==> config.mk <==
export PLATFORM = sky130hd
export DESIGN_NAME = slot_pool_allocator_unit
export DESIGN_NICKNAME = d
export VERILOG_FILES = /design/src/rtl/spa_pkg.sv /design/src/rtl/spa_ctrl.sv /design/src/rtl/spa_dp.sv /design/src/rtl/slot_pool_allocator_unit.sv
export SDC_FILE = /design/constraint.sdc
export NUM_CORES = 2
export LEC_CHECK = 0
export BUFFER_PORTS_ARGS = -buffer_cell sky130_fd_sc_hd__buf_2
export CAP_MARGIN = 25
export CORE_AREA = 5 5 546 494
export CTS_BUF_LIST = sky130_fd_sc_hd__clkbuf_4 sky130_fd_sc_hd__clkbuf_8
export DETAILED_ROUTE_END_ITERATION = 8
export DIE_AREA = 0 0 551 499
export PLACE_DENSITY = 0.55
export SKIP_CTS_REPAIR_TIMING = 1
export SYNTH_ARGS = -nofsm -noshare
export SYNTH_HDL_FRONTEND = slang
export SYNTH_HIERARCHICAL = 1
export SYNTH_SLANG_ARGS = --single-unit
==> constraint.sdc <==
create_clock -name i_clk -period 7.7 [get_ports i_clk]
set_clock_uncertainty 0.1 [all_clocks]
set_input_delay 1.54 -clock i_clk [delete_from_list [all_inputs] [get_ports i_clk]]
set_output_delay 1.54 -clock i_clk [all_outputs]
set_load 0.03 [all_outputs]
==> src/rtl/spa_pkg.sv <==
// Package with the types, constants and command structures of the slot pool allocator.
`default_nettype none

package spa_pkg;

    localparam int MAX_SLOTS = 256;
    localparam int SLOT_W    = $clog2(MAX_SLOTS);
    localparam int LINK_W    = SLOT_W + 1;
    localparam int CFG_W     = 9;

    localparam logic [LINK_W-1:0] LINK_EMPTY = LINK_W'(MAX_SLOTS);

    localparam logic KIND_ALLOC = 1'b0;
    localparam logic KIND_FREE  = 1'b1;

    typedef struct packed {
        logic              kind;
        logic [SLOT_W-1:0] slot_index;
    } t_req;

    typedef struct packed {
        logic [SLOT_W-1:0] granted_slot;
        logic              success;
    } t_resp;

    typedef struct packed {
        logic capture;
        logic execute;
    } t_cmd;

    typedef struct packed {
        logic out_blocked;
    } t_stat;

endpackage

`default_nettype wire

==> src/rtl/spa_ctrl.sv <==
// Controller state machine that sequences each request through capture and execution.
`default_nettype none

module spa_ctrl (
    input  wire logic         i_clk,
    input  wire logic         i_rst_n,
    input  wire logic         i_in_valid,
    output logic              o_in_stall,
    input  wire spa_pkg::t_stat i_stat,
    output spa_pkg::t_cmd     o_cmd
);
    import spa_pkg::*;

    typedef enum logic [1:0] {
        ST_IDLE = 2'b01,
        ST_EXEC = 2'b10
    } t_state;

    t_state r_state;
    t_state n_state;

    always_comb begin
        n_state       = r_state;
        o_cmd.capture = 1'b0;
        o_cmd.execute = 1'b0;
        case (r_state)
            ST_IDLE: begin
                if (i_in_valid) begin
                    o_cmd.capture = 1'b1;
                    n_state       = ST_EXEC;
                end
            end
            ST_EXEC: begin
                if (!i_stat.out_blocked) begin
                    o_cmd.execute = 1'b1;
                    n_state       = ST_IDLE;
                end
            end
            default: begin
                n_state = ST_IDLE;
            end
        endcase
    end

    assign o_in_stall = (r_state != ST_IDLE);

    always_ff @(posedge i_clk) begin
        if (!i_rst_n) begin
            r_state <= ST_IDLE;
        end else begin
            r_state <= n_state;
        end
    end

endmodule

`default_nettype wire

==> src/rtl/spa_dp.sv <==
// Datapath with the bump counter, free-list head, link memory and result register.
`default_nettype none

module spa_dp (
    input  wire logic                     i_clk,
    input  wire logic                     i_rst_n,
    input  wire spa_pkg::t_req            i_in_data,
    input  wire logic                     i_cfg_we,
    input  wire logic [spa_pkg::CFG_W-1:0] i_cfg_data,
    input  wire spa_pkg::t_cmd            i_cmd,
    output spa_pkg::t_stat                o_stat,
    output logic                          o_out_valid,
    input  wire logic                     i_out_stall,
    output spa_pkg::t_resp                o_out_data
);
    import spa_pkg::*;

    logic [LINK_W-1:0] mem [MAX_SLOTS];

    t_req              r_req;
    logic [CFG_W-1:0]  r_slot_count;
    logic [LINK_W-1:0] r_bump;
    logic [LINK_W-1:0] n_bump;
    logic [LINK_W-1:0] r_head;
    logic [LINK_W-1:0] n_head;
    logic [LINK_W-1:0] r_rd_data;
    logic              r_out_valid;
    logic              n_out_valid;
    t_resp             r_out_data;
    t_resp             n_resp;
    logic              w_we;
    logic [LINK_W-1:0] w_count;
    logic [LINK_W-1:0] w_idx_ext;

    assign w_count   = (r_slot_count >= CFG_W'(MAX_SLOTS)) ? LINK_W'(MAX_SLOTS)
                                                          : LINK_W'(r_slot_count);
    assign w_idx_ext = {1'b0, r_req.slot_index};

    always_comb begin
        n_bump = r_bump;
        n_head = r_head;
        n_resp = '0;
        w_we   = 1'b0;
        if (r_req.kind == KIND_ALLOC) begin
            if (!r_head[LINK_W-1]) begin
                n_resp.granted_slot = r_head[SLOT_W-1:0];
                n_resp.success      = 1'b1;
                n_head              = r_rd_data;
            end else if (r_bump < w_count) begin
                n_resp.granted_slot = r_bump[SLOT_W-1:0];
                n_resp.success      = 1'b1;
                n_bump              = r_bump + LINK_W'(1);
            end
        end else begin
            if (w_idx_ext < w_count) begin
                n_resp.success = 1'b1;
                if ((r_bump != '0) && (w_idx_ext == r_bump - LINK_W'(1))) begin
                    n_bump = r_bump - LINK_W'(1);
                end else begin
                    w_we   = 1'b1;
                    n_head = w_idx_ext;
                end
            end
        end
    end

    assign n_out_valid = i_cmd.execute ? 1'b1 : (r_out_valid && i_out_stall);

    always_ff @(posedge i_clk) begin
        r_rd_data <= mem[r_head[SLOT_W-1:0]];
        if (i_cmd.execute && w_we) begin
            mem[r_req.slot_index] <= r_head;
        end
    end

    always_ff @(posedge i_clk) begin
        if (i_cmd.capture) begin
            r_req <= i_in_data;
        end
        if (i_cmd.execute) begin
            r_out_data <= n_resp;
        end
    end

    always_ff @(posedge i_clk) begin
        if (!i_rst_n) begin
            r_slot_count <= CFG_W'(MAX_SLOTS);
            r_bump       <= '0;
            r_head       <= LINK_EMPTY;
            r_out_valid  <= 1'b0;
        end else begin
            r_out_valid <= n_out_valid;
            if (i_cfg_we) begin
                r_slot_count <= i_cfg_data;
            end
            if (i_cmd.execute) begin
                r_bump <= n_bump;
                r_head <= n_head;
            end
        end
    end

    assign o_stat.out_blocked = r_out_valid && i_out_stall;
    assign o_out_valid        = r_out_valid;
    assign o_out_data         = r_out_data;

endmodule

`default_nettype wire

==> src/rtl/slot_pool_allocator_unit.sv <==
// Top level of the slot pool allocator.
`default_nettype none

// The block hands out and takes back slots of a pool by index. An allocate
// transaction pops the free-list head or, with the list empty, takes the next
// never-used slot; a free transaction pushes the slot or lowers the bump count.
// Each request is accepted in one state and executed in another, since
// the link of the current head comes from a synchronous link memory with a
// registered read. The result waits in an output register, so a new request
// is accepted while the previous result is still stalled. The slot count is
// written through the configuration channel, which is always ready.

module slot_pool_allocator_unit (
    input  wire logic                     i_clk,
    input  wire logic                     i_rst_n,
    input  wire logic                     i_in_valid,
    output logic                          o_in_stall,
    input  wire spa_pkg::t_req            i_in_data,
    output logic                          o_out_valid,
    input  wire logic                     i_out_stall,
    output spa_pkg::t_resp                o_out_data,
    input  wire logic                     i_cfg_valid,
    output logic                          o_cfg_ready,
    input  wire logic [spa_pkg::CFG_W-1:0] i_cfg_data
);
    import spa_pkg::*;

    t_cmd  w_cmd;
    t_stat w_stat;

    assign o_cfg_ready = 1'b1;

    spa_ctrl u_ctrl (
        .i_clk      (i_clk),
        .i_rst_n    (i_rst_n),
        .i_in_valid (i_in_valid),
        .o_in_stall (o_in_stall),
        .i_stat     (w_stat),
        .o_cmd      (w_cmd)
    );

    spa_dp u_dp (
        .i_clk       (i_clk),
        .i_rst_n     (i_rst_n),
        .i_in_data   (i_in_data),
        .i_cfg_we    (i_cfg_valid && o_cfg_ready),
        .i_cfg_data  (i_cfg_data),
        .i_cmd       (w_cmd),
        .o_stat      (w_stat),
        .o_out_valid (o_out_valid),
        .i_out_stall (i_out_stall),
        .o_out_data  (o_out_data)
    );

endmodule

`default_nettype wire

==> flow_metrics.tcl <==
set metrics [dict create \
    design.final.nets 4795 \
    place_area_um2 96200 \
    top_usage_layer "met1" \
    gr-total-overflow 0 \
    power_leakage_nw 29.2 \
    layout_setup_ws_ps 2560 \
    status "finished clean" \
    timing.fmax_ghz 0.195 \
    cts_tree "built" \
    fin_cells 8581 \
    arrival_ps 5690 \
    cpPeakStageDelay_ps 1000 \
    io_pins 35 \
    clock_latency_ps 1080 \
    yosysMostFrequentCell "edfxtp_1" \
    drv_cap 0 \
    hold_viol 0 \
    cts.clk_slew.worst_paths_ps 60 \
    whs_ps 410 \
    yosysTopAreaCell "edfxtp_1" \
    met3_usage 0.0394 \
    synth_async_sr_flop_share 0 \
    setup_viol 0 \
    start_util 0.348 \
    dieArea_um2 275000 \
    ys_types 75 \
    core_um2 263000 \
    hold_path.class "reg -> reg" \
    die_h_um 499 \
    min_period_ps 5140 \
    syn_inst 4471 \
    crit_path_start_kind "flop" \
    drt_wl_total_um 241000 \
    dp_hpwl_um 149000 \
    viasPerCell 5.43 \
    synth.yosys.seq_area_share 0.769 \
    drv_slew 0 \
    grtUsageMet2 0.249 \
    vias 46575 \
    synthTopCellsByArea "edfxtp_1, mux4_2, mux2i_1" \
    antenna_found_initial 7 \
    grt_pass1_vias 46319 \
    grt_usage 0.171 \
    ys_ff_latch 2361 \
    grt_pass1_wl_um 345000 \
    synth_commonest_cells "edfxtp_1, mux4_2, nor2_1, mux2i_1, nand2_1" \
    rows 179 \
    rsz0062_at_grt "no" \
    synth_warnings 6 \
    drtPass1Iterations 6 \
    design_area_um2 104000 \
    worstPathMaxFanout 16 \
    crit_type "reg -> reg" \
    use_met1 0.257 \
    cts_made_buffers 392 \
    synth_nets 4512 \
    tns_ps 0 \
    cellPowerDensity_nw_per_um2 247 \
    pre_cts_ws_ps 2650 \
    required_ps 8250 \
    peakVddDrop_uv 166 \
    dr.first_iter.drc_count 5135 \
    placed_cells 7886 \
    critPathSlowestCell "nor2_1" \
    ctsLongestPathBuffers 4 \
    yosys.area.top_type_share 0.761 \
    place.gp.congestion 0.897 \
    wl_per_cell_um 28.1 \
    drive_above_1_share 0.259 \
    antenna_left 0 \
    syn2layout_area_growth_pct 13.6 \
    crit_path_end_kind "flop" \
    cts-root-buf "clkbuf_8" \
    fin_util 0.396 \
    path_cells "clkinv_1, nand2_1, ha_1, a211oi_1, o21ai_0, o2111ai_1, a211o_1, a21boi_1, nand3_1, nor2_1" \
    portBuffers 33 \
    drc 0 \
    synth-main-ff-cell "edfxtp_1" \
    synth-edff-count 2322 \
    syn_area_um2 91700 \
    finalPower_mw 25.7 \
    cts.sinks 2361 \
    grt_max_degree 115 \
    die_x_um 551 \
    period_share 0.668 \
    worstMarginPinSlew_ps 1100 \
    syn_area_per_cell_um2 20.5 \
    relSlewSlack 0.263 \
    htree_levels 5 \
]
-- report_power, final --
part           total, mW  switching, mW  leakage (nW)  internal, mW
registers           14.0         0.0294          19.6          14.0
logic              0.418          0.303          5.51         0.115
clock network       11.3           4.94          4.11          6.37
total               25.7           5.27          29.2          20.4
-- area by class of cell --
cell class	count	area, um^2
multi-input cells	1828	20000
inverters	12	45.0
clock buffers	478	6080
fillers	23344	159000
flip-flops and latches	2361	70500
well taps	3529	4420
clock inverters	209	1830
repair buffers	159	1290
diodes	5	12.5
-- cell families after synthesis --
kind of cell,share of synthesized area
compound gates,0.0411
xor+xnor,0.00115
fa+ha+maj,0.00246
buf+inv,0.0148
flops,0.769
mux,0.142
other cells,0.0000409
simple gates,0.0299
-- path summary, 6_finish.rpt --
check,from,endpoint,slack (ps),cells after the start
min,u_dp/r_slot_count[1],u_dp/r_slot_count[1],410,2
min reg2reg,u_dp/r_slot_count[1],u_dp/r_slot_count[1],410,2
max reg2reg,u_dp/r_slot_count[8],u_dp/mem[37][2],2560,10
max,u_dp/r_slot_count[8],u_dp/mem[37][2],2560,10
-- registers in the layout, indices dropped and copies added, names as in the netlist --
name / cells
u_dp/r_rd_data: 9
u_dp/r_head: 9
u_dp/o_out_data: 9
u_dp/o_out_valid: 1
u_dp/r_bump: 9
u_dp/r_slot_count: 9
u_dp/mem: 2304
u_ctrl/r_state: 2
u_dp/r_req: 9
-- routing by layer --
layer	vias up	part of all wire
met5	-	0.00019
met4	6	0.026
met3	362	0.086
met2	2307	0.44
met1	24634	0.44
li1	19266	-
-- worst max-delay path: cells and delay by family, from the launching register on --
kind	cells	cell delay, ps
AO/OA/AOI/OAI	5	1670
flip-flops	1	380
buffers and inverters	1	230
adder cells (fa/ha/maj)	1	260
AND/OR/NAND/NOR	3	2120
-- placed cells by master (no fill, tap or decap), types with 7 or more instances in the layout --
cell type / n
nor2b_1: 14
nor4_1: 13
nor2_1: 312
edfxtp_1: 2322
buf_12: 12
a21oi_1: 72
clkinv_1: 111
dfxtp_1: 30
nor3_1: 42
dfxtp_4: 9
a22oi_1: 99
clkinvlp_4: 11
nor2_2: 9
nand2b_1: 16
nand2_1: 141
clkbuf_8: 400
o21ai_0: 32
a31oi_1: 8
nand3_1: 7
mux4_2: 504
a211oi_1: 29
inv_1: 10
mux2i_1: 159
a221oi_1: 54
a21o_1: 11
buf_2: 33
a22o_1: 65
o22ai_1: 68
o221ai_1: 37
clkinv_2: 52
o221a_2: 8
clkbuf_4: 79
ha_1: 18
bufinv_16: 35
buf_4: 111
(Power assumes the default switching activity.)
